## src/ialu_pkg.sv

```systemverilog
`timescale 1ns / 1ps
package ialu_pkg;

	localparam int WORD_W = 32;

	typedef enum logic [3:0] {
		OP_NONE = 4'd0,
		OP_ADD  = 4'd1,
		OP_SUB  = 4'd2,
		OP_AND  = 4'd3,
		OP_OR   = 4'd4,
		OP_XOR  = 4'd5,
		OP_NOR  = 4'd6,
		OP_SLL  = 4'd7,
		OP_SRL  = 4'd8,
		OP_SRA  = 4'd9,
		OP_MULT = 4'd10,
		OP_DIV  = 4'd11,
		OP_SLT  = 4'd12
	} op_t;

	typedef enum logic [1:0] {
		CLS_SIMPLE = 2'd0,
		CLS_MULT   = 2'd1,
		CLS_DIV    = 2'd2
	} cls_t;

	// One classified transaction as it waits in the queue.
	typedef struct packed {
		cls_t              cls;
		logic              neg_q;
		logic              neg_r;
		logic              dz;
		logic [WORD_W-1:0] lo;
		logic [WORD_W-1:0] a_mag;
		logic [WORD_W-1:0] b_mag;
	} item_t;

endpackage

```

## src/ialu_fifo.sv

```systemverilog
`timescale 1ns / 1ps
module ialu_fifo #(
	parameter int DEPTH = 4
) (
	input  logic            clk,
	input  logic            arst_n,
	input  logic            push,
	input  ialu_pkg::item_t push_data,
	output logic            full,
	input  logic            pop,
	output logic            not_empty,
	output ialu_pkg::item_t pop_data
);
	import ialu_pkg::*;

	localparam int AW = (DEPTH > 1) ? $clog2(DEPTH) : 1;

	item_t       mem_q [DEPTH];
	logic [AW:0] wptr_q;
	logic [AW:0] rptr_q;

	// The top pointer bit flips on every wrap, so equal indexes mean full when it differs.
	assign full      = (wptr_q[AW] != rptr_q[AW]) && (wptr_q[AW-1:0] == rptr_q[AW-1:0]);
	assign not_empty = (wptr_q != rptr_q);
	assign pop_data  = mem_q[rptr_q[AW-1:0]];

	always_ff @(posedge clk) begin
		if (push) begin
			mem_q[wptr_q[AW-1:0]] <= push_data;
		end
	end

	always_ff @(posedge clk or negedge arst_n) begin
		if (!arst_n) begin
			wptr_q <= '0;
			rptr_q <= '0;
		end else begin
			if (push) begin
				wptr_q <= (wptr_q[AW-1:0] == AW'(DEPTH-1)) ?
					{~wptr_q[AW], {AW{1'b0}}} : wptr_q + 1'b1;
			end
			if (pop) begin
				rptr_q <= (rptr_q[AW-1:0] == AW'(DEPTH-1)) ?
					{~rptr_q[AW], {AW{1'b0}}} : rptr_q + 1'b1;
			end
		end
	end

endmodule

```

## config.mk

```make
export PLATFORM = sky130hd
export DESIGN_NAME = ialu_fifo
export DESIGN_NICKNAME = d
export VERILOG_FILES = /design/src/ialu_pkg.sv /design/src/ialu_fifo.sv
export SDC_FILE = /design/constraint.sdc
export NUM_CORES = 1
export LEC_CHECK = 0
export BUFFER_PORTS_ARGS = -buffer_cell sky130_fd_sc_hd__buf_2
export CAP_MARGIN = 20
export CORE_ASPECT_RATIO = 0.5
export CORE_MARGIN = 4
export CORE_UTILIZATION = 56
export CTS_CLUSTER_SIZE = 14
export DETAILED_ROUTE_END_ITERATION = 8
export PLACE_DENSITY = 0.78
export SYNTH_ARGS = -nofsm -noshare
export SYNTH_HDL_FRONTEND = slang
export SYNTH_SLANG_ARGS = --single-unit
```

## constraint.sdc

```tcl
create_clock -name clk -period 8.7 [get_ports clk]
set_input_delay 1.305 -clock clk [delete_from_list [all_inputs] [get_ports clk]]
set_output_delay 1.305 -clock clk [all_outputs]
set_load 0.005 [all_outputs]
```

==> flow_metrics.py, run 1 <==
metrics = {
    "status": {
        "status": "complete, no violations",
    },
    "worst_setup_path": {
        "critPathBufInv": 2,
        "crit_arrival_ns": 2.85,
        "endpoint_kind": "output port",
        "slowest_delay_ns": 0.79,
        "cp_cell_sequence": "buf_4 > mux4_2 > buf_2",
        "rr_worst_depth": 4,
        "path_depth": 3,
        "start_kind": "flop",
        "path_delay_family": "buffers and inverters",
        "required_ns": 7.39,
        "criticalPathCategory": "flop to output port",
        "critPathSlowestCell": "buf_4",
        "critPathMaxFanout": 45,
    },
    "finish": {
        "fillCellCount": 1636,
        "area_growth_pct": 15.7,
        "drive_gt1_frac": 0.452,
        "fin_area_um2": 17300,
        "finalNetCount": 899,
    },
    "floorplanning": {
        "rows": 41,
        "initial_core_util": 0.582,
        "die_x_um": 239,
        "pin_count": 208,
        "die_y_um": 124,
        "dieArea_um2": 29600,
        "coreArea_um2": 25800,
    },
    "place": {
        "hpwlAfterDp_um": 16500,
        "placed_area_um2": 16300,
        "gp_congestion": 0.709,
        "port_buffers": 207,
    },
    "synthesis": {
        "ys.flop_type": "edfxtp_1",
        "netlist.top_cell.by_area": "edfxtp_1",
        "synth_edf_count": 404,
        "synth-seq-cells": 410,
        "syn_inst": 560,
        "synth_area_um2": 15000,
        "async_reset_ff_frac": 0.0146,
        "synth_area_leaders": "edfxtp_1 (81%), mux4_2 (15%), dfrtp_1 (1.0%)",
        "synth_top_area_frac": 0.810,
        "synth.distinct_cells": 20,
        "syn_nets": 670,
        "yosys_warnings": 0,
        "avgSynthCellArea_um2": 26.8,
        "seq_area_frac_synth": 0.820,
    },
    "clock_tree": {
        "clk_latency_ns": 0.51,
        "tritoncts": "built",
        "path_clk_slew_ns": 0.06,
        "cts_buffers": 36,
        "ctsResizeCount": 0,
        "ctsRootBufferMaster": "clkbuf_16",
        "cts_setup_buffers": 0,
        "holdBufCountCts": 0,
        "clockBufferDepth": 3,
        "cts.sinks": 410,
        "cts_max_level": 2,
    },
    "power": {
        "p_leak_nw": 5.87,
        "irDropWorstVdd_mv": 0.212,
        "power_density_nw_per_um2": 321,
    },
    "min_path": {
        "hp-class": "flop to flop",
        "hold_path_depth": 1,
    },
    "grt": {
        "antenna_found_initial": 1,
        "grt_use_met3": 0.0354,
        "grt.overflow.total": 0,
        "grt_pass1_wl_um": 41500,
        "grt_pass1_vias": 7003,
        "grt_use_met2": 0.332,
        "grt.total_usage": 0.188,
        "busiest_layer": "met2",
        "grtUsageMet1": 0.249,
        "grt_max_degree": 62,
    },
    "flow_run": {
        "maxCapViolCount": 0,
    },
    "timing": {
        "skew_ns": 0.0153,
        "fin_crit_sh": 0.478,
        "max_freq_mhz": 240,
        "fin_crit_ns": 4.16,
        "fin_setup_tns_ns": 0,
        "finalHoldViolCount": 0,
        "grt_setup_unrepaired": "no",
        "setup_viol": 0,
        "slew_headroom": 0.398,
        "tightestPinTransition_ns": 0.904,
        "final_max_slew_viol_count": 0,
    },
    "route": {
        "viasPerCell": 5.69,
        "drt_iter0_drc": 399,
        "drc_errors": 0,
        "ant_nets": 0,
        "first_pass_iters": 4,
        "routed_wl_um": 27400,
        "vias": 6551,
        "wl_per_cell_um": 23.7,
    },
}
[final cells by class]
type	count	area (um2)	area share
flip-flops and latches	410	12300	0.709
multi-input cells	125	2480	0.143
repair buffers	214	1090	0.0628
clock buffers	51	988	0.0570
well taps	344	430	0.0248
clock inverters	5	51.3	0.00296
inverters	2	7.51	0.000433
diodes	1	2.50	0.000144
[cell usage after synthesis, drive strengths merged, types with 2 or more instances]
master / instances
edfxtp: 404
buf: 23
mux2: 2
nand2: 2
ha: 5
xnor2: 4
o21ai: 2
inv: 2
mux4: 101
and2: 4
dfrtp: 6
[cell usage in the layout, fill, tap and decap left out, types with 2 or more instances in the layout]
master / netlist / routed
dfrtp_4: 0 / 2
dfrtp_1: 6 / 4
clkinv_1: 0 / 2
buf_4: 4 / 7
xnor2_1: 4 / 4
o21ai_0: 2 / 2
and2_4: 0 / 4
clkbuf_1: 0 / 13
buf_2: 8 / 207
edfxtp_1: 404 / 404
inv_1: 2 / 2
clkbuf_16: 0 / 37
mux4_2: 101 / 101
mux2_2: 2 / 2
ha_1: 5 / 5
nand2_1: 2 / 2
[routing by layer]
| metal | wire length [um] | vias up |
|---|---|---|
| li1 | - | 2867 |
| met1 | 11000 | 3503 |
| met2 | 14700 | 139 |
| met3 | 1060 | 42 |
| met4 | 579 | 0 |
| met5 | 0 | - |
[power by group]
part           switching, mW  total, mW  internal [mW]  leakage (nW)
Clock                  0.644       1.46          0.817         0.504
Sequential             0.147       2.68           2.53          3.78
Combinational          0.692       1.42          0.726          1.59
Total                   1.48       5.56           4.08          5.87
[metrics by stage]
stage,hold WS [ns],total power [mW],setup slack [ns],util,std cells
after detailed placement,0.482,4.19,4.98,0.633,1095
after CTS,0.498,5.65,4.40,0.673,1151
final,0.497,5.56,4.54,0.673,1152
after floorplan,0.462,3.67,4.57,-,560
after global placement,0.482,4.15,4.96,0.633,1095
after global routing,0.511,5.84,4.24,0.673,1152
[worst paths after layout]
path / startpoint / end / slack (ns)
min in group asynchronous: arst_n / wptr_q[0] / 0.60
worst max-delay path: rptr_q[0] / pop_data[14] / 4.54
worst min register to register: wptr_q[2] / wptr_q[2] / 0.50
max in group asynchronous: arst_n / rptr_q[0] / 7.93
worst min-delay path: wptr_q[2] / wptr_q[2] / 0.50
worst max register to register: wptr_q[0] / mem_q[2][61] / 6.09
[registers in the layout, indices dropped and copies added, names as in the netlist]
name	cells
mem_q	404
rptr_q	3
wptr_q	3
[cells by family after synthesis]
group	after synthesis	synth area share
flops	410	0.820
mux	103	0.153
buf+inv	25	0.0154
simple gates	10	0.00392
xor+xnor	5	0.00292
fa+ha+maj	5	0.00417
compound gates	2	0.000668
Power figures use the tool's default switching activity.
==> run 2, diff against run 1 <==
- clock period: 8.7 -> 4.1 ns (I/O delays scaled with it)
==> run 2 against run 1 <==
  * Non-clock buffer count increased by 2
  * Die area did not move
  * Routed wire length is 0.46% lower
  * Clock power up 110%
  * Flip-flop and latch count did not move
  * Design area up 0.38%
  * Count of clock-buffer cells in the layout shrank 3
  * Sequential share of layout area decreased by 0.27 points
  * First-iteration DRC count is 21% higher
==> flow_metrics.py, run 2 (synthesis gave the netlist of run 1 again) <==
metrics = {
    "status": {
        "status": "complete, no violations",
    },
    "grt": {
        "antenna_found_initial": 5,
        "grt.total_usage": 0.187,
        "grt.overflow.total": 0,
        "grt_pass1_vias": 7108,
        "grt_max_degree": 67,
        "grt_pass1_wl_um": 41500,
    },
    "worst_setup_path": {
        "slowest_delay_ns": 0.81,
        "critPathMaxFanout": 31,
        "criticalPathCategory": "flop to output port",
        "cp_cell_sequence": "buf_4 > mux4_2 > buf_2",
        "required_ns": 3.48,
        "critPathBufInv": 2,
        "endpoint_kind": "output port",
        "start_kind": "flop",
        "crit_arrival_ns": 2.54,
        "path_delay_family": "flip-flops",
        "critPathSlowestCell": "dfrtp_4",
    },
    "finish": {
        "stdcell_count": 1155,
        "final_common_cell": "edfxtp_1",
        "largest_register_ffs": 404,
        "area_growth_pct": 16.2,
        "drive_gt1_frac": 0.454,
        "final_cell_mix": "edfxtp_1 (404), buf_2 (207), mux4_2 (101)",
        "finalNetCount": 901,
    },
    "min_path": {
        "hp-class": "input pin to flop",
    },
    "route": {
        "wl_per_cell_um": 23.6,
        "first_pass_iters": 4,
        "routed_wl_um": 27200,
        "drt_iter0_drc": 482,
        "vias": 6594,
        "ant_nets": 0,
        "viasPerCell": 5.71,
        "drc_errors": 0,
    },
    "floorplanning": {
        "die_y_um": 124,
        "coreArea_um2": 25800,
        "rows": 41,
        "dieArea_um2": 29600,
        "initial_core_util": 0.582,
        "die_x_um": 239,
        "pin_count": 208,
    },
    "clock_tree": {
        "cts_buffers": 36,
        "ctsResizeCount": 0,
        "path_clk_slew_ns": 0.06,
        "tritoncts": "built",
        "clockBufferDepth": 3,
        "ctsRootBufferMaster": "clkbuf_16",
        "cts_max_level": 2,
        "cts_setup_buffers": 0,
        "cts.sinks": 410,
        "clk_latency_ns": 0.52,
    },
    "place": {
        "dp_slack_ns": 1.40,
        "place_inst": 1096,
        "port_buffers": 207,
        "hpwlAfterDp_um": 16600,
        "gp_congestion": 0.701,
    },
    "power": {
        "p_leak_nw": 5.89,
        "irDropWorstVdd_mv": 0.383,
        "power_density_nw_per_um2": 677,
    },
    "timing": {
        "final_max_slew_viol_count": 0,
        "skew_ns": 0.0245,
        "setup_viol": 0,
        "max_freq_mhz": 317,
        "fin_crit_ns": 3.15,
        "fin_crit_sh": 0.769,
        "fin_setup_tns_ns": 0,
        "finalHoldViolCount": 0,
        "setup_slack_ns": 0.948,
        "grt_setup_unrepaired": "no",
        "slew_headroom": 0.305,
        "tightestPinTransition_ns": 1.04,
    },
    "flow_run": {
        "maxCapViolCount": 0,
    },
}
run 2: cell count changes in the layout (fill, tap and decap cells not counted), sizes merged:
cell         previous run  this run
buf                   214       215
clkbuf                 51        48
dlygate4sd3             0         1
bufinv                  1         0
diode                   1         4
inv                     2         4
run 2: what timing repair did:
| item | CTS | global route |
|---|---|---|
| hold endpoints to repair | 6 | 0 |
| hold buffers | 1 | 0 |
| setup endpoints to repair | 0 | 0 |
run 2: worst register-to-register path, delay by kind of cell (launching register included):
kind | cells | cell delay (ns)
and+or+nand+nor | 1 | 0.67
buffers and inverters | 2 | 0.54
DFF | 1 | 0.44
adders and majority gates | 1 | 0.17
run 2: metrics by stage:
step | hold slack [ns] | cell area (um2) | power [mW] | utilization
after CTS | 0.282 | 17400 | 12.0 | 0.676
final | 0.307 | 17400 | 11.8 | 0.676
after global routing | 0.280 | 17400 | 12.4 | 0.676
after detailed placement | 0.440 | 16400 | 8.94 | 0.636
after floorplan | 0.319 | 15000 | 7.78 | -
after global placement | 0.438 | 16400 | 8.88 | 0.636
run 2: path summary, 6_finish.rpt:
check,from,to,slack [ns],depth (start not counted)
hold reg to reg,wptr_q[2],wptr_q[2],0.49,1
setup / recovery,rptr_q[0],pop_data[54],0.95,3
min in group asynchronous,arst_n,wptr_q[1],0.46,2
setup reg to reg,wptr_q[0],mem_q[2][93],1.91,4
max in group asynchronous,arst_n,rptr_q[1],3.47,2
hold / removal,push_data[97],mem_q[1][97],0.31,1
run 2: cell type report:
cell class	count	area, um2
Clock buffer	48	967
Sequential cell	410	12300
Fill cell	1586	8350
Antenna cell	4	10.0
Timing Repair Buffer	216	1180
Clock inverter	6	38.8
Multi-Input combinational cell	125	2480
Inverter	2	7.51
Tap cell	344	430
run 2: metal layers:
| metal | wire length, um | GRT usage | vias to the layer above |
|---|---|---|---|
| met5 | 0 | 0 | - |
| li1 | - | - | 2877 |
| met2 | 14700 | 0.330 | 149 |
| met1 | 10900 | 0.245 | 3523 |
| met4 | 611 | 0.0514 | 0 |
| met3 | 1090 | 0.0361 | 45 |
run 2: power by group:
part | internal [mW] | switching, mW | total [mW]
registers | 5.37 | 0.380 | 5.75
logic | 1.60 | 1.41 | 3.01
clock network | 1.65 | 1.37 | 3.02
total | 8.62 | 3.16 | 11.8
